<file path="src/rtl/core/jers_pkg.sv">
`timescale 1ns / 1ps

package jers_pkg;

    localparam int MAX_COLS   = 1024;
    localparam int ROWS_LIMIT = 4096;
    localparam int BUF_DEPTH  = MAX_COLS + 2;
    localparam int ADDR_W     = $clog2(BUF_DEPTH);
    localparam int COL_W      = 11;
    localparam int ROW_W      = 13;
    localparam int CFG_W      = 13;
    localparam int PIX_W      = 16;
    // compare widths hold cols + 2 and rows + 2 without overflow
    localparam int CW         = ((ADDR_W > COL_W) ? ADDR_W : COL_W) + 2;
    localparam int RW         = ((ROW_W > $clog2(ROWS_LIMIT + 1)) ? ROW_W
                                 : $clog2(ROWS_LIMIT + 1)) + 2;
    // sum of four pixels minus one pixel
    localparam int SUM_W      = PIX_W + 3;

    localparam logic CFG_FRAME_COLS = 1'b0;
    localparam logic CFG_FRAME_ROWS = 1'b1;

    localparam logic [COL_W-1:0] COLS_RESET = COL_W'(640);
    localparam logic [ROW_W-1:0] ROWS_RESET = ROW_W'(480);

    typedef struct packed {
        logic signed [PIX_W-1:0] old_value;
        logic signed [PIX_W-1:0] edge_value;
        logic                    frame_start;
    } t_in_word;

    typedef struct packed {
        logic signed [PIX_W-1:0] new_value;
        logic                    last_pixel;
    } t_out_word;

    typedef struct packed {
        logic [ADDR_W-1:0] addr;
        logic [ADDR_W-1:0] addr_right;
        logic              emit;
        logic              last;
    } t_pos;

endpackage

</file>
<file path="src/rtl/core/jers_stencil.sv">
`timescale 1ns / 1ps

module jers_stencil
    import jers_pkg::*;
(
    input  logic signed [PIX_W-1:0] i_up,
    input  logic signed [PIX_W-1:0] i_down,
    input  logic signed [PIX_W-1:0] i_left,
    input  logic signed [PIX_W-1:0] i_right,
    input  logic signed [PIX_W-1:0] i_edge,
    output logic signed [PIX_W-1:0] o_new
);

    localparam logic signed [SUM_W-1:0] Q_MAX = SUM_W'(32767);
    localparam logic signed [SUM_W-1:0] Q_MIN = -SUM_W'(32768);

    logic signed [SUM_W-1:0] sum, q;

    function automatic logic signed [SUM_W-1:0] sx(input logic signed [PIX_W-1:0] v);
        sx = {{(SUM_W - PIX_W){v[PIX_W-1]}}, v};
    endfunction

    // arithmetic shift floors, so +2 gives round to nearest, ties up
    always_comb begin
        sum = sx(i_up) + sx(i_down) + sx(i_left) + sx(i_right) - sx(i_edge)
              + SUM_W'(2);
        q = sum >>> 2;
        if (q > Q_MAX) begin
            o_new = 16'sh7fff;
        end else if (q < Q_MIN) begin
            o_new = 16'sh8000;
        end else begin
            o_new = q[PIX_W-1:0];
        end
    end

endmodule

</file>
<file path="config.mk">
export PLATFORM = sky130hd
export DESIGN_NAME = jers_stencil
export DESIGN_NICKNAME = d
export VERILOG_FILES = /design/src/rtl/core/jers_pkg.sv /design/src/rtl/core/jers_stencil.sv
export SDC_FILE = /design/constraint.sdc
export NUM_CORES = 1
export LEC_CHECK = 0
export BUFFER_PORTS_ARGS = -buffer_cell sky130_fd_sc_hd__buf_2
export CAP_MARGIN = 40
export CORE_MARGIN = 8
export CORE_UTILIZATION = 45
export DETAILED_ROUTE_END_ITERATION = 16
export GPL_TIMING_DRIVEN = 1
export PLACE_DENSITY = 0.75
export SLEW_MARGIN = 30
export SYNTH_ARGS = -nofsm -noshare
export SYNTH_HDL_FRONTEND = slang
export SYNTH_SLANG_ARGS = --single-unit
</file>
<file path="constraint.sdc">
create_clock -name vclk -period 10.68
set_input_delay 0.534 -clock vclk [all_inputs]
set_output_delay 0.534 -clock vclk [all_outputs]
set_load 0.1 [all_outputs]
</file>
# Word level (Yosys, flattened, before mapping)
# Cells that the tools add are included.
# word_totals
reg_bits	0
in_bits	80
output_inout_bits	16
word_cells	9
# op_classes
addsub	5
order_cmp	2
muxes	2
# ops
operator	count
$mux W16	2
$add A18 B16 Y19	1
$add A19 B3 Y19 const B	1
$sub A19 B16 Y19	1
$add A17 B16 Y18	1
$add A16 B16 Y17	1
$gt A17 B16 Y1 const B	1
$lt A17 B16 Y1 const B	1

# Longest topological paths before layout
# Gate-level depths: netlist of run 1.
# logic_depth
word_depth	8
ltp_mapped	16
depth_no_buf	15

# Worst setup path after synthesis of run 1
# Ideal clock, no wire load.
# synth_timing
kind	input-to-output
start	input i_up[15]
end	output o_new[0]
t_arrival_ns	5.795
t_required_ns	10.146
path_slack_ns	4.351
stages	14
path_buffers	0
cell_sequence	inv_1 fa_1 inv_1 fa_1 inv_1 fa_1 inv_1 ha_1 and4_2 a221oi_2 a21bo_2 nor2_1 nor4b_4 o21ai_0
# synth_via
elab_chain_len	8
word_cells_on_any_way	9
classes_between	add/sub (5); order compare (2); mux (2)
# synth_rtl
item	line	source
start: declaration	jers_stencil.sv:6	input logic signed [PIX_W-1:0] i_up,
$add A16 B16 Y17 (*)	jers_stencil.sv:25	sum = sx(i_up) + sx(i_down) + sx(i_left) + sx(i_right) - sx(i_edge)
$add A17 B16 Y18 (*)	jers_stencil.sv:25	
$add A18 B16 Y19 (*)	jers_stencil.sv:25	
$sub A19 B16 Y19 (*)	jers_stencil.sv:25	
$add A19 B3 Y19 (*)	jers_stencil.sv:26	+ SUM_W'(2);
$lt A17 B16 Y1	jers_stencil.sv:30	end else if (q < Q_MIN) begin
$mux W16	jers_stencil.sv:30	
$mux W16 (*)	jers_stencil.sv:28	if (q > Q_MAX) begin
end: declaration	jers_stencil.sv:11	output logic signed [PIX_W-1:0] o_new
# Every way passes the cells marked *; elsewhere a longest branch is shown, timed or not.

# Worst setup path after layout of run 1
# Same ends and word-level chain as after synthesis.

==> impl_metrics.ini, run 1 <==
[worst_setup_path]
crit_required_ns = 10.15
end_kind = primary output
critPathLaunchType = primary input
criticalPathCategory = primary input to primary output
path_max_fanout = 7
crit_arrival_ns = 4.87

[job]
cap_violations = 0

[final_layout]
regArea_um2 = 0
clkbuf_count = 0
design.seq.count = 0
diodes = 0
fin_nets = 520
n_fill_cell = 495
areaGrowthSynthToFinish_pct = 23.4
drive_above_1_share_pct = 31.1

[sta]
totalNegativeSetupSlack_ns = 0
setup_viol = 0
fmax_mhz = 185
slew_violations = 0
period_share_pct = 50.6
rsz0062_at_grt = no
slew_headroom_pct = 59.0
finalHoldViolations = 0
tightest_slew_ns = 0.608
finalCriticalPeriod_ns = 5.40

[clock_tree]
ctsHoldBuffers = 0
cts_setup_buffers = 0
ctsResizeCount = 0

[logic_synthesis]
synth_cell_types = 37
synth_top_area_cell = fa_1
yosys-top-cells-area = fa_1, inv_1, ha_1
yosys_warnings = 0
syn_nets = 424
synth_common_cells = inv_1, fa_1, ha_1
yosysSeqAreaShare_pct = 0
synth.most_common_cell = inv_1
postSynthAreaPerCell_um2 = 8.49
syn_inst = 276
synth_area_um2 = 2340
yosysTopAreaCellShare_pct = 41.9

[floorplanning]
die_h_um = 88.2
io_pins = 96
fp.dieW_um = 88.2
core_area_um2 = 5070
start_util_pct = 46.2
design.die.area_um2 = 7770
row_count = 26

[grt]
track_usage_pct = 13.9
first_global_vias = 2334
grt_first_pass_wirelength_um = 9100
grt_max_degree = 14
grt.overflow.total = 0
antenna_found_initial = 0

[routing]
vias = 2081
drc = 0
drtIter0Drc = 47
post_drt_wl_per_cell_um = 11.7
ant_nets = 0
avgViaCountPerCell = 4.73
wirelength_um = 5130
drt_first_pass_iters = 4

[place]
dp_hpwl_um = 4850
place.gp.congestion = 0.792
io_buffers = 96

[min_path]
hp-class = primary input to primary output

[run_status]
status = finished, final reports clean
-- metrics by stage --
step,setup WS [ns],instances,cell area (um^2),utilization (%),hold WS (ns)
after floorplan,4.35,276,2340,-,1.90
after global placement,5.22,439,2890,56.9,1.76
after detailed placement,5.12,439,2890,56.9,1.79
after CTS,5.12,439,2890,56.9,1.80
after global routing,5.05,440,2890,57.0,1.88
final,5.28,440,2890,57.0,1.80
-- routing by layer --
metal	up-vias	part of all wire [%]	track usage, %
li1	1033	-	-
met1	969	40	15.3
met2	77	50	27.2
met3	2	10	3.00
met4	0	0.49	0.614
met5	-	0	0
-- logic make-up (layout without fill, tap and decap cells) --
| family | count (synthesis) | after routing | synth area share, % |
|---|---|---|---|
| compound gates | 54 | 54 | 15.9 |
| simple gates | 34 | 34 | 8.28 |
| fa+ha+maj | 68 | 68 | 52.0 |
| xor+xnor | 17 | 17 | 6.67 |
| buf+inv | 103 | 197 | 17.1 |
-- layout by cell type (no fill, tap or decap), types with 2 or more instances in the layout --
| cell type | netlist | layout |
|---|---|---|
| o21ai_0 | 8 | 8 |
| o21bai_1 | 2 | 2 |
| or2_2 | 3 | 3 |
| nor2_1 | 4 | 4 |
| fa_1 | 49 | 49 |
| a21o_1 | 3 | 3 |
| xor2_1 | 11 | 11 |
| o21ai_2 | 7 | 7 |
| a21oi_1 | 17 | 17 |
| a211oi_1 | 4 | 4 |
| and3_1 | 2 | 2 |
| a31oi_1 | 2 | 2 |
| nand2_1 | 10 | 10 |
| xnor2_1 | 5 | 5 |
| o221ai_1 | 2 | 2 |
| nand3_1 | 6 | 6 |
| o31ai_1 | 2 | 2 |
| a221oi_1 | 2 | 2 |
| inv_1 | 100 | 100 |
| ha_1 | 19 | 19 |
| buf_2 | 0 | 96 |
-- area by class of cell --
cell class,count,area (um^2),share of cell area (%)
inverters,100,375,13.0
multi-input cells,173,1940,67.1
well taps,70,87.6,3.03
repair buffers,97,488,16.9
-- critical path, cell delays in order --
cell and delay (ns):
buf_2 0.07, inv_1 0.04, fa_1 0.58, inv_1 0.07
fa_1 0.50, inv_1 0.07, fa_1 0.50, inv_1 0.05
ha_1 0.35, and4_2 0.29, a221oi_2 0.21, a21bo_2 0.29
xnor2_2 0.14, nor4b_4 0.46, buf_4 0.26, o21ai_0 0.12
buf_2 0.32
-- worst paths after layout --
kind | slack (ns) | start | endpoint | cells after the start
min | 1.80 | i_left[0] | o_new[0] | 5
max | 5.28 | i_up[15] | o_new[0] | 17
Power of run 1 is left out: the tool's default activity adds up to more than one toggle a clock period on the data nets, which glitch-free logic cannot reach.
==> run 2: changes to the inputs <==
--- a/config.mk
+++ b/config.mk
@@ -11,7 +11,7 @@
 export CORE_UTILIZATION = 45
 export DETAILED_ROUTE_END_ITERATION = 16
 export GPL_TIMING_DRIVEN = 1
-export PLACE_DENSITY = 0.75
+export PLACE_DENSITY = 0.78
 export SLEW_MARGIN = 30
 export SYNTH_ARGS = -nofsm -noshare
 export SYNTH_HDL_FRONTEND = slang
==> constraint.sdc (replaced) <==
create_clock -name vclk -period 4.5
set_input_delay 0.225 -clock vclk [all_inputs]
set_output_delay 0.225 -clock vclk [all_outputs]
set_load 0.1 [all_outputs]
==> run 2 against run 1 <==
Cell area is 11% higher. Sequential cell count stayed put. Final cell count is 1.6% higher. Hold slack worse by 0.74 ns. Die area stayed put. First-iteration DRC count is 2.1% lower. Worst setup slack worse by 5.1 ns. Count of clock-buffer cells in the layout stayed put. Via count is 0.14% higher. Highest routed layer unchanged. Critical path depth is 2 lower.
==> impl_metrics.ini, run 2 (synthesis results as in run 1) <==
[sta]
finalCriticalPeriod_ns = 4.30
rsz0062_at_grt = no
tightest_slew_ns = 0.485
slew_headroom_pct = 67.6
setup_viol = 0
period_share_pct = 95.6
finalHoldViolations = 0
fmax_mhz = 232
slew_violations = 0

[final_layout]
layout_commonest_cell = inv_1
regArea_um2 = 0
fin_nets = 527
design.seq.count = 0
diodes = 0
clkbuf_count = 0
utilization_pct = 63.1
areaGrowthSynthToFinish_pct = 36.7
drive_above_1_share_pct = 34.5
mostFrequentLayoutCells = inv_1, buf_2, fa_1

[floorplanning]
core_area_um2 = 5070
die_h_um = 88.2
io_pins = 96
row_count = 26
start_util_pct = 46.2
design.die.area_um2 = 7770
fp.dieW_um = 88.2

[worst_setup_path]
crit_required_ns = 4.28
critPathLaunchType = primary input
path_max_fanout = 3
crit_chain = buf_2 -> fa_1 -> fa_1 -> inv_1 -> fa_1 -> inv_1 -> ha_1 -> a211oi_2 -> nand3_1 -> a2bb2oi_2 -> buf_4 -> xor2_1 -> a21oi_1 -> a211oi_4 -> buf_2
max_stage_delay_ns = 0.51
end_kind = primary output
cp_num_buf_inv = 5
criticalPathCategory = primary input to primary output
crit_slowest_cell = fa_1
critPathTopFamily = adder cells
cpMostUsedCell = fa_1
crit_arrival_ns = 4.08

[grt]
antenna_found_initial = 0
grt.overflow.total = 0
grt_max_degree = 14
grt_first_pass_wirelength_um = 9000
track_usage_pct = 13.8
first_global_vias = 2239

[clock_tree]
cts_setup_buffers = 0

[routing]
drc = 0
ant_nets = 0
post_drt_wl_per_cell_um = 12.0
drtIter0Drc = 46
avgViaCountPerCell = 4.66
drt_first_pass_iters = 4
vias = 2084
wirelength_um = 5370

[place]
io_buffers = 96
dp_hpwl_um = 5040
place.gp.congestion = 0.810

[run_status]
status = finished, final reports clean

[job]
cap_violations = 0

[min_path]
hp-class = primary input to primary output
-- run 2: metal layers --
metal  track usage, %  routed length [um]  up-vias
met2             27.8                2790       67
met1             14.7                2040      967
li1                 -                   -     1044
met3             3.10                 509        6
met4            0.461                  38        0
met5                0                   0        -
-- run 2: per-stage QoR --
step	TNS, ns	instances	hold slack, ns	setup slack [ns]	instance area (um^2)
final	0	447	1.06	0.198	3200
after global routing	0	447	1.11	0.00170	3200
after CTS	0	447	1.07	0.000213	3190
after detailed placement	0	447	1.06	0.0138	3180
after global placement	0	447	1.08	0.0911	3180
after floorplan	-4.35	276	1.20	-0.738	2370
-- run 2: final timing paths --
kind	startpoint	slack, ns	end	cells past startpoint
max	i_up[8]	0.20	o_new[7]	15
min	i_left[0]	1.06	o_new[0]	5
-- run 2: area by class of cell --
cell class	instances	area [um^2]
fill	456	1870
inverter	100	375
multi-input combinational	173	1990
tap	70	87.6
timing repair buffer	104	748
-- run 2: worst min-delay path, cell delays in order --
cell	delay (ns)
buf_2	0.08
a31oi_1	0.09
xor2_1	0.14
o21ai_1	0.11
buf_12	0.17
-- run 2: repair_timing --
item,4_1_cts,5_1_grt
gates cloned,0,0
setup endpoints to repair,1,7
gates resized for setup,2,4
endpoints found under the hold margin,0,0
hold buffers,0,0
pin swaps,0,0
Power of run 2 is left out for the same reason.
