$ cat src/rtl/core/jers_pkg.sv
`timescale 1ns / 1ps

package jers_pkg;

    localparam int MAX_COLS   = 1024;
    localparam int ROWS_LIMIT = 4096;
    localparam int BUF_DEPTH  = MAX_COLS + 2;
    localparam int ADDR_W     = $clog2(BUF_DEPTH);
    localparam int COL_W      = 11;
    localparam int ROW_W      = 13;
    localparam int CFG_W      = 13;
    localparam int PIX_W      = 16;
    // compare widths hold cols + 2 and rows + 2 without overflow
    localparam int CW         = ((ADDR_W > COL_W) ? ADDR_W : COL_W) + 2;
    localparam int RW         = ((ROW_W > $clog2(ROWS_LIMIT + 1)) ? ROW_W
                                 : $clog2(ROWS_LIMIT + 1)) + 2;
    // sum of four pixels minus one pixel
    localparam int SUM_W      = PIX_W + 3;

    localparam logic CFG_FRAME_COLS = 1'b0;
    localparam logic CFG_FRAME_ROWS = 1'b1;

    localparam logic [COL_W-1:0] COLS_RESET = COL_W'(640);
    localparam logic [ROW_W-1:0] ROWS_RESET = ROW_W'(480);

    typedef struct packed {
        logic signed [PIX_W-1:0] old_value;
        logic signed [PIX_W-1:0] edge_value;
        logic                    frame_start;
    } t_in_word;

    typedef struct packed {
        logic signed [PIX_W-1:0] new_value;
        logic                    last_pixel;
    } t_out_word;

    typedef struct packed {
        logic [ADDR_W-1:0] addr;
        logic [ADDR_W-1:0] addr_right;
        logic              emit;
        logic              last;
    } t_pos;

endpackage

$ cat src/rtl/core/jers_pos.sv
`timescale 1ns / 1ps

module jers_pos
    import jers_pkg::*;
(
    input  logic             i_clk,
    input  logic             i_rst_n,
    input  logic             i_cfg_we,
    input  logic             i_cfg_index,
    input  logic [CFG_W-1:0] i_cfg_data,
    input  logic             i_adv,
    input  logic             i_frame_start,
    output t_pos             o_pos
);

    logic [COL_W-1:0] r_cols, n_cols;
    logic [ROW_W-1:0] r_rows, n_rows;
    logic [COL_W-1:0] r_col, n_col;
    logic [ROW_W-1:0] r_row, n_row;

    logic [CW-1:0]    cols_eff, x, cols_raw;
    logic [RW-1:0]    rows_eff, y, rows_raw;
    logic [COL_W-1:0] cur_col;
    logic [ROW_W-1:0] cur_row;
    logic             wrap_col, wrap_row;

    // out-of-range sizes: zero counts as one, large values clip
    always_comb begin
        cols_raw = CW'(r_cols);
        rows_raw = RW'(r_rows);
        if (cols_raw == '0) begin
            cols_eff = CW'(1);
        end else if (cols_raw > CW'(MAX_COLS)) begin
            cols_eff = CW'(MAX_COLS);
        end else begin
            cols_eff = cols_raw;
        end
        if (rows_raw == '0) begin
            rows_eff = RW'(1);
        end else if (rows_raw > RW'(ROWS_LIMIT)) begin
            rows_eff = RW'(ROWS_LIMIT);
        end else begin
            rows_eff = rows_raw;
        end
    end

    always_comb begin
        cur_col = i_frame_start ? '0 : r_col;
        cur_row = i_frame_start ? '0 : r_row;
        x = CW'(cur_col);
        if (x > CW'(BUF_DEPTH - 1)) begin
            x = CW'(BUF_DEPTH - 1);
        end
        y = RW'(cur_row);

        o_pos.addr       = x[ADDR_W-1:0];
        o_pos.addr_right = (x < CW'(BUF_DEPTH - 1)) ? ADDR_W'(x + CW'(1)) : '0;
        o_pos.emit       = (y >= RW'(2)) && (y <= rows_eff + RW'(1))
                           && (x >= CW'(1)) && (x <= cols_eff);
        o_pos.last       = (y == rows_eff + RW'(1)) && (x == cols_eff);

        wrap_col = (CW'(cur_col) + CW'(1)) >= (cols_eff + CW'(2));
        wrap_row = (RW'(cur_row) + RW'(1)) >= (rows_eff + RW'(2));
    end

    always_comb begin
        n_cols = r_cols;
        n_rows = r_rows;
        if (i_cfg_we) begin
            case (i_cfg_index)
                CFG_FRAME_COLS: n_cols = i_cfg_data[COL_W-1:0];
                CFG_FRAME_ROWS: n_rows = i_cfg_data[ROW_W-1:0];
                default: ;
            endcase
        end
        n_col = r_col;
        n_row = r_row;
        if (i_adv) begin
            if (wrap_col) begin
                n_col = '0;
                n_row = wrap_row ? '0 : cur_row + ROW_W'(1);
            end else begin
                n_col = cur_col + COL_W'(1);
                n_row = cur_row;
            end
        end
    end

    always_ff @(posedge i_clk) begin
        if (!i_rst_n) begin
            r_cols <= COLS_RESET;
            r_rows <= ROWS_RESET;
            r_col  <= '0;
            r_row  <= '0;
        end else begin
            r_cols <= n_cols;
            r_rows <= n_rows;
            r_col  <= n_col;
            r_row  <= n_row;
        end
    end

endmodule

$ cat config.mk
export PLATFORM = sky130hd
export DESIGN_NAME = jers_pos
export DESIGN_NICKNAME = d
export VERILOG_FILES = /design/src/rtl/core/jers_pkg.sv /design/src/rtl/core/jers_pos.sv
export SDC_FILE = /design/constraint.sdc
export NUM_CORES = 1
export LEC_CHECK = 0
export BUFFER_PORTS_ARGS = -buffer_cell sky130_fd_sc_hd__buf_2
export CAP_MARGIN = 5
export CORE_MARGIN = 3
export CORE_UTILIZATION = 55
export DETAILED_ROUTE_END_ITERATION = 16
export PLACE_DENSITY = 0.83
export SETUP_SLACK_MARGIN = 0.05
export SYNTH_ARGS = -nofsm -noshare
export SYNTH_HDL_FRONTEND = slang
export SYNTH_SLANG_ARGS = --single-unit
export TNS_END_PERCENT = 20
$ cat constraint.sdc
create_clock -name i_clk -period 4.09 [get_ports i_clk]
set_input_delay 0.2045 -clock i_clk [delete_from_list [all_inputs] [get_ports i_clk]]
set_output_delay 0.2045 -clock i_clk [all_outputs]
set_load 0.005 [all_outputs]
# Yosys cells after proc, flatten, opt, wreduce, memory -nomap -nowiden
# Index checks and enable logic that the tools add are counted.
[totals] register_bits=48 out_inout_bits=24 word_cells=44
[classes] n_addsub=8 order_cmp=10 n_eq_ne=2 mux=11 bitwise_logic=1 reduce_logical=8
[op_table] cell="two-way mux 11 bit" count=6
[op_table] cell="two-way mux 13 bit" count=5
[op_table] cell="adder 11 x 1 -> 11 bit (second input constant)" count=2
[op_table] cell="greater-than comparator 11 bit (second input constant)" count=2
[op_table] cell="adder 15 x 1 -> 15 bit (second input constant)" count=1
[op_table] cell="adder 15 x 2 -> 15 bit (second input constant)" count=1
[op_table] cell="equality test 13 x 15 -> 1 bit" count=1
[op_table] cell=">= comparator 14 x 15 -> 1 bit" count=1
[op_table] cell="less-or-equal comparator 13 x 15 -> 1 bit" count=1
[op_table] cell="adder 13 x 1 -> 14 bit (second input constant)" count=1
[op_table] cell="adder 13 x 1 -> 13 bit (second input constant)" count=1
[op_table] cell="adder 13 x 2 -> 13 bit (second input constant)" count=1
[op_table] cell="equality test 13 bit" count=1
[op_table] cell=">= comparator 12 x 13 -> 1 bit" count=1
[op_table] cell=">= comparator 13 x 1 -> 1 bit (second input constant)" count=1
[op_table] cell=">= comparator 13 x 2 -> 1 bit (second input constant)" count=1
[op_table] cell="greater-than comparator 13 bit (second input constant)" count=1
[op_table] cell="less-or-equal comparator 13 bit" count=1
[op_table] cell="logical NOT 13 bit" count=1
[op_table] cell="less-than comparator 13 x 11 -> 1 bit (second input constant)" count=1
[op_table] cell="adder 11 x 1 -> 12 bit (second input constant)" count=1
[op_table] cell="logical NOT 11 bit" count=1
[op_table] cell="logical AND 1 bit" count=4
[op_table] cell="AND reduction 2 bit" count=2
[op_table] cell="inverter 1 bit" count=1

# Logic depth before layout (Yosys ltp)
# Gate-level depths: netlist of run 1.
[logic_depth] ltp_word=8 mapped_depth=19 mapped_depth_nobuf=17

# Worst setup path after synthesis of run 1
# Ideal clock, no wire load.
[synth_timing] path_type="input port to flip-flop" from="in i_frame_start" to="reg r_row[5]" arrival_ns=3.633 required_ns=4.028 path_slack_ns=0.395 path_stages=19 cell_sequence="buf_2 buf_1 buf_1 nor2_1 ha_1 nand3_1 nor2_1 nand4_1 nor2_1 xor2_1 ha_1 a21o_1 a211oi_1 o211ai_1 a21oi_1 nand3_1 buf_2 or3b_2 nand3_1"
[synth_between] elab_chain_cells=5 word_cells_on_any_way=9 cone_classes="add/sub: 3; order compare: 2; mux: 4"
[synth_rtl] element="start, declared" line="jers_pos.sv:12" source="input logic i_frame_start,"
[synth_rtl] element="two-way mux 13 bit" line="jers_pos.sv:49" source="cur_row = i_frame_start ? '0 : r_row;"
[synth_rtl] element="adder 13 x 1 -> 14 bit" line="jers_pos.sv:63" source="wrap_row = (RW'(cur_row) + RW'(1)) >= (rows_eff + RW'(2));"
[synth_rtl] element=">= comparator 14 x 15 -> 1 bit" line="jers_pos.sv:63"
[synth_rtl] element="two-way mux 13 bit" line="jers_pos.sv:81" source="n_row = wrap_row ? '0 : cur_row + ROW_W'(1);"
[synth_rtl] element="two-way mux 13 bit (*)" line="jers_pos.sv:79" source="if (wrap_col) begin"
[synth_rtl] element="end signal, assigned" line="jers_pos.sv:99" source="r_row <= n_row;"
[synth_rtl] element="end, declared" line="jers_pos.sv:19" source="logic [ROW_W-1:0] r_row, n_row;"
# Mark *: on every way between the ends. The rest lies on a longest branch, timed or not.
# A chain may end at the register's enable or synchronous reset.

# Final worst setup path of run 1
[layout_timing] from="reg r_rows[1]" to="reg r_row[6]"
[layout_between] elab_chain_cells=7 word_cells_on_any_way=8 cone_classes="add/sub: 1; order compare: 2; mux: 4; reduce/logical: 1"
[layout_rtl] element="start, declared" line="jers_pos.sv:17" source="logic [ROW_W-1:0] r_rows, n_rows;"
[layout_rtl] element="start signal, assigned" line="jers_pos.sv:97" source="r_rows <= n_rows;"
[layout_rtl] element="greater-than comparator 13 bit" line="jers_pos.sv:40" source="end else if (rows_raw > RW'(ROWS_LIMIT)) begin"
[layout_rtl] element="two-way mux 13 bit" line="jers_pos.sv:40"
[layout_rtl] element="two-way mux 13 bit (*)" line="jers_pos.sv:38" source="if (rows_raw == '0) begin"
[layout_rtl] element="adder 15 x 2 -> 15 bit (*)" line="jers_pos.sv:63"
[layout_rtl] element=">= comparator 14 x 15 -> 1 bit (*)" line="jers_pos.sv:63"
[layout_rtl] element="two-way mux 13 bit (*)" line="jers_pos.sv:81"
[layout_rtl] element="two-way mux 13 bit (*)" line="jers_pos.sv:79"
# Marks and branches as above.

==> results of run 1 <==
[metal layers]
layer,GRT usage,wire (µm),vias up
li1,-,-,2178
met1,0.374,5330,2077
met2,0.433,5630,168
met3,0.0336,732,33
met4,0.105,291,0
met5,0,0,-
[registers in the layout (all words and copies together), names as in the netlist]
| register | flops |
|---|---|
| r_cols | 11 |
| r_row | 13 |
| r_col | 11 |
| r_rows | 13 |
[worst register-to-register path, stage by stage (launching register included)]
cell	delay, ns
dfxtp_2	0.41
nor2b_2	0.26
ha_1	0.25
and3_1	0.23
and4b_1	0.27
and3_1	0.25
nand3_1	0.11
xnor2_1	0.16
nand2b_1	0.08
ha_1	0.17
a21o_1	0.17
a211oi_1	0.25
o211ai_1	0.12
a21oi_1	0.20
nand3_2	0.16
buf_4	0.20
or4_1	0.40
nand3_1	0.08
[through the flow]
stage	util	area (µm²)	worst slack, ns
2_1_floorplan	-	4440	0.395
3_3_place_gp	0.611	4750	0.329
3_5_place_dp	0.611	4750	0.0781
4_1_cts	0.628	4880	0.0792
5_1_grt	0.633	4920	0.0197
6_report	0.633	4920	0.262
[power by group through the flow]
stage | registers, W | clock network [W] | logic [W]
floorplan | 0.000503 | 0 | 0.000123
global placement | 0.000509 | 0 | 0.000164
detailed placement | 0.000510 | 0 | 0.000170
CTS | 0.000499 | 0.000399 | 0.000172
global route | 0.000502 | 0.000418 | 0.000197
finish | 0.000500 | 0.000400 | 0.000175
[cells by family (layout without fill, tap and decap cells)]
family / Yosys count / in the layout / share of synthesized area
AOI/OAI and AO/OA: 106 / 106 / 0.151
xor gates and xnor gates: 49 / 49 / 0.0968
adders and majority gates: 59 / 59 / 0.167
buffers and inverters: 55 / 92 / 0.0474
DFF: 48 / 48 / 0.217
muxes: 1 / 1 / 0.00254
other: 1 / 2 / 0.000846
and+or+nand+nor: 287 / 287 / 0.318
[Yosys cell counts (2+ instances only)]
library cell	instances	area, µm²
nand2_1	100	375
ha_1	59	738
nor2_1	52	195
dfxtp_1	48	961
a21oi_1	46	230
nand3_1	34	170
inv_1	32	120
xor2_1	25	219
xnor2_1	24	210
and2_1	15	93.8
nor2b_1	15	93.8
clkbuf_1	14	52.6
nand2b_1	13	81.3
nand4_1	10	62.6
a22oi_1	9	67.6
and3_1	9	56.3
nor3_1	9	45.0
nor4_1	9	56.3
o21ai_0	9	45.0
and3_4	5	56.3
buf_1	5	18.8
o2bb2ai_1	5	43.8
a21o_1	4	30.0
a31oi_1	4	25.0
o21a_1	4	30.0
a211oi_1	3	22.5
buf_2	3	15.0
o22ai_1	3	18.8
or2_2	3	18.8
or3_1	3	18.8
a21boi_0	2	15.0
a22o_1	2	17.5
and4_1	2	17.5
and4b_1	2	20.0
o211ai_1	2	15.0
o21ai_1	2	10.0
o21bai_1	2	15.0
o32ai_1	2	17.5
or4_1	2	15.0
[cell type report]
type	count	area (µm²)
Clock buffer	5	68.8
Clock inverter	2	60.1
Fill cell	712	2850
Inverter	33	124
Multi-Input combinational cell	504	3290
Sequential cell	48	962
Tap cell	102	128
Timing Repair Buffer	52	285
[timing repair]
| action | 4_1_cts | 5_1_grt |
|---|---|---|
| gates resized for setup | 1 | 6 |
| endpoints found under the setup margin | 1 | 10 |
| setup buffers | 0 | 2 |
| pin swaps | 0 | 0 |
[worst min path at each step]
stage / to
after CTS: r_row[0]$_SDFFE_PN0P_
after global placement: r_row[0]$_SDFFE_PN0P_
final: r_row[0]$_SDFFE_PN0P_
after floorplan: r_row[0]$_SDFFE_PN0P_
after detailed placement: r_row[0]$_SDFFE_PN0P_
after global routing: r_row[0]$_SDFFE_PN0P_
==> metrics.yaml, run 1 <==
antenna_found_initial: 0
firstDrtPassIters: 5
cp.buffers_inverters: 1
synth_edf_count: 0
hold_start: "i_adv"
seq_area_frac_synth: 0.217
p_comb_frac: 0.163
overflow: 0
clkLatencyLatePin_ns: 0.30
ioPinCount: 43
endpoint: "r_row[6]$_SDFFE_PN0P_"
cts_tree: "yes"
gr-usage-all-layers: 0.272
dr_total_vias: 4456
synth_cell_type_count: 53
max_stage_delay_ns: 0.41
nets: 722
ys_ff_latch: 48
cp_max_fo: 8
skew_ns: 0.00800
syn_inst: 606
die_w_um: 95.8
ys_warn_count: 0
hold_buffers: 0
pwr-share-seq: 0.465
path_clk_slew_ns: 0.09
p_total_w: 0.00107
route.detailed.drc: 0
outcome: "complete, no violations"
rsz0062_at_grt: "true"
portBuffers: 42
syn_avg_cell_area_um2: 7.31
final.min_clock_period_ns: 3.83
syn2layout_area_growth_pct: 11.0
hold_class: "in2reg"
die-area_mm2: 0.00917
ff2ff_path_depth: 17
rrSetupSlack_ns: 0.26
cp-startpoint: "r_rows[1]$_SDFFE_PN0P_"
maxSlewHeadroom: 0.541
fmax_mhz: 261
criticalPathCategory: "reg2reg"
p_sw_frac: 0.266
clockBufferDepth: 2
power.density_mw_per_mm2: 219
fin_crit_sh: 0.936
cp_top_family: "simple AND/OR/NAND/NOR gates"
worstHoldPathCells: 2
peakVddDrop_mv: 0.146
grt_max_degree: 29
arrival_ns: 4.07
wire_per_inst_um: 16.1
most-common-layout-cells: "nand2_1, ha_1, nor2_1"
p_clk_frac: 0.372
viasPerCell: 5.97
first_iter_violations: 231
slew_violations: 0
r2r-end: "r_row[6]$_SDFFE_PN0P_"
leakage_nw: 2.28
grt_pass1_wl_um: 20100
r2r-start: "r_rows[1]$_SDFFE_PN0P_"
finalSetupViolations: 0
gp_congestion: 0.974
insertedDiodeCount: 0
hold_viol: 0
final_antenna_net_count: 0
instances_no_fill: 746
p_int_w: 0.000789
path_cells: "nor2b_2 -> ha_1 -> and3_1 -> and4b_1 -> and3_1 -> nand3_1 -> xnor2_1 -> nand2b_1 -> ha_1 -> a21o_1 -> a211oi_1 -> o211ai_1 -> a21oi_1 -> nand3_2 -> buf_4 -> or4_1 -> nand3_1"
fin_setup_tns_ns: 0
numCtsBuffers: 5
crit_cells: 17
rows: 32
cp.required_ns: 4.34
end_kind: "flip-flop"
hold_slack_ns: 0.117
core_mm2: 0.00777
startpoint_type: "flip-flop"
crit_slowest_cell: "dfxtp_2"
final_common_cell: "nand2_1"
drive_gt1_frac: 0.118
grt_pass1_vias: 4218
max_slew.worst_pin.slew_ns: 0.687
synth.cell_area_mm2: 0.00443
die_h_um: 95.8
start_util: 0.571
cts_sinks: 48
place_hpwl_um: 9460
async_flop_share: 0
placed_cells: 737
cts-root-buf: "clkbuf_8"
drt-total-wl_um: 12000
maxCapViolCount: 0
cts.htree.levels: 2
switchingPower_w: 0.000286
synthFlopType: "dfxtp_1"
No activity file was read; power rests on OpenSTA's default activity.
==> run 2: changes to the inputs <==
- ABC_AREA: default -> 1
- CORE_UTILIZATION: 55 -> 40
- PLACE_DENSITY: 0.83 -> 0.65
==> run 2 against run 1 <==
  * Clock skew barely moved
  * Routed wire length rose by 9.5%
  * Fmax rose by 5.2%
  * Area after synthesis rose by 14%
  * Clock-buffer cell count did not move
  * Cell count rose by 40%
  * Sequential share of layout area fell by 2.5 points
  * Power rose by 11%
  * Critical path depth rose by 6
  * Hold slack improved by 0.018 ns
  * Sequential power fell by 1%
  * Critical endpoint is now o_pos[1]
  * Largest cell class unchanged
  * Highest routed layer unchanged
==> metrics.yaml, run 2 <==
outcome: "complete, no violations"
most-common-layout-cells: "nand2_1, inv_1, nor2_1"
grt_most_used_layer: "met2"
fin_setup_tns_ns: 0
numCtsBuffers: 5
power.density_mw_per_mm2: 213
nets: 950
max_slew.worst_pin.slew_ns: 0.710
final_antenna_net_count: 0
clkLatencyLatePin_ns: 0.29
grt_pass1_wl_um: 22400
firstDrtPassIters: 5
criticalPathCategory: "reg2out"
synth.most_common_cell: "nand2_1"
max_stage_delay_ns: 0.36
syn_avg_cell_area_um2: 6.08
cp_max_fo: 6
cp_common_cell: "nand2_1"
n_fill_cell: 1306
core_mm2: 0.0122
grt_pass1_vias: 4695
overflow: 0
die_h_um: 118
skew_ns: 0.00836
path_cells: "nor2_1 -> nand3_1 -> nor2_1 -> nand2_1 -> nand2_2 -> nand2_1 -> o21ai_0 -> buf_4 -> ha_1 -> inv_1 -> nor2_4 -> nand2_1 -> xor2_1 -> ha_1 -> nand4_1 -> nor3b_1 -> nand2_1 -> nand2_1 -> nand2_1 -> nor2_1 -> nand2_1 -> inv_1 -> buf_2"
peakVddDrop_mv: 0.203
synth_top_cell_by_area: "dfxtp_1"
die-area_mm2: 0.0140
route.detailed.drc: 0
startpoint_type: "flip-flop"
end_kind: "output port"
ys_ff_latch: 48
p_int_w: 0.000849
maxSlewHeadroom: 0.526
seq_area_frac_synth: 0.190
slew_violations: 0
cts_sinks: 48
synth_cell_type_count: 36
syn_inst: 831
leakage_nw: 2.96
final.min_clock_period_ns: 3.64
cp-startpoint: "r_rows[4]$_SDFFE_PN0P_"
cts_tree: "yes"
place_hpwl_um: 11000
async_flop_share: 0
gp_congestion: 0.911
maxCapViolCount: 0
path_clk_slew_ns: 0.06
synth.cell_area_mm2: 0.00505
finalSetupViolations: 0
rsz0062_at_grt: "false"
hold_start: "i_cfg_data[5]"
switchingPower_w: 0.000349
post-place-ws_ns: 0.597
hold_class: "in2reg"
synth_edf_count: 0
grtUsageMet2: 0.305
dr_total_vias: 5123
hold_viol: 0
rows: 40
synth_top_area_frac: 0.190
r2r-start: "r_cols[4]$_SDFFE_PN0P_"
p_clk_frac: 0.394
drive_gt1_frac: 0.102
ys_warn_count: 0
grt_max_degree: 28
gr-usage-all-layers: 0.189
met3_usage: 0.0239
portBuffers: 42
top_regs: "r_row x13, r_rows x13"
drt-total-wl_um: 13100
cts-root-buf: "clkbuf_16"
clockBufferDepth: 2
antenna_found_initial: 0
synthFlopType: "dfxtp_1"
placed_cells: 1033
synth.top_cells.by_area: "dfxtp_1, ha_1, nand2_1, inv_1, nor2_1"
syn2layout_area_growth_pct: 11.5
cp.required_ns: 3.89
pwr-share-seq: 0.413
first_iter_violations: 251
instances_no_fill: 1041
start_util: 0.415
arrival_ns: 3.43
wire_per_inst_um: 12.6
fmax_mhz: 275
postLayoutCoreUtil: 0.463
crit_slowest_cell: "dfxtp_1"
die_w_um: 118
viasPerCell: 4.92
ioPinCount: 43
setup_slack_ns: 0.452
fin_crit_sh: 0.889
p_sw_frac: 0.291
cts.htree.levels: 2
synth_common_cells: "nand2_1, inv_1, nor2_1, ha_1, o21ai_0"
final_common_cell: "nand2_1"
use_met1: 0.276
p_comb_frac: 0.193
insertedDiodeCount: 0
-- run 2: cell families after synthesis --
group,share of synthesized area
flip-flops,0.190
AND/OR/NAND/NOR,0.368
AO/OA/AOI/OAI,0.122
buffers and inverters,0.114
XOR/XNOR,0.0587
other,0.000743
adder cells (fa/ha/maj),0.146
-- run 2: critical path, delay by kind of cell (launching register included) --
family	cells	cell delay, ns
AO/OA/AOI/OAI	1	0.07
AND/OR/NAND/NOR	15	1.63
flip-flops	1	0.36
adder cells (fa/ha/maj)	2	0.51
buffers and inverters	4	0.40
XOR/XNOR	1	0.17
-- run 2: path summary, 6_finish.rpt --
kind / to / slack [ns] / cells after the start
max: o_pos[1] / 0.45 / 23
min: r_rows[5]$_SDFFE_PN1P_ / 0.14 / 3
max reg2reg: r_row[3]$_SDFFE_PN0P_ / 0.67 / 23
min reg2reg: r_col[0]$_SDFFE_PN0P_ / 0.46 / 2
-- run 2: timing repair --
| action | in CTS | in global routing |
|---|---|---|
| hold buffers | 0 | 0 |
| resized for setup | 0 | 6 |
| buffers inserted | 0 | 0 |
| endpoints found under the setup margin | 0 | 2 |
-- run 2: stage by stage --
step | hold slack [ns] | power, W | cell area [µm²]
floorplan | 0.318 | 0.000673 | 5050
global placement | 0.435 | 0.000736 | 5440
detailed placement | 0.430 | 0.000736 | 5440
CTS | 0.138 | 0.00120 | 5610
global route | 0.149 | 0.00127 | 5630
finish | 0.136 | 0.00120 | 5630
-- run 2: power by group through the flow --
stage	registers (W)	clock network, W	logic, W
2_1_floorplan	0.000503	0	0.000170
3_3_place_gp	0.000506	0	0.000231
3_5_place_dp	0.000506	0	0.000230
4_1_cts	0.000495	0.000477	0.000231
5_1_grt	0.000497	0.000502	0.000268
6_report	0.000495	0.000472	0.000232
-- run 2: layer usage --
layer,up-vias,part of all wire
met5,-,0
met2,114,0.44
met3,8,0.046
met4,0,0.0053
li1,2739,-
met1,2262,0.51
-- run 2: final cells by class --
| type | instances | area, µm² | share of cell area |
|---|---|---|---|
| clock inverter | 3 | 42.5 | 0.00756 |
| tap | 168 | 210 | 0.0373 |
| sequential | 48 | 961 | 0.171 |
| clock buffer | 5 | 125 | 0.0222 |
| multi-input combinational | 638 | 3530 | 0.628 |
| timing repair buffer | 49 | 263 | 0.0467 |
| inverter | 130 | 493 | 0.0876 |
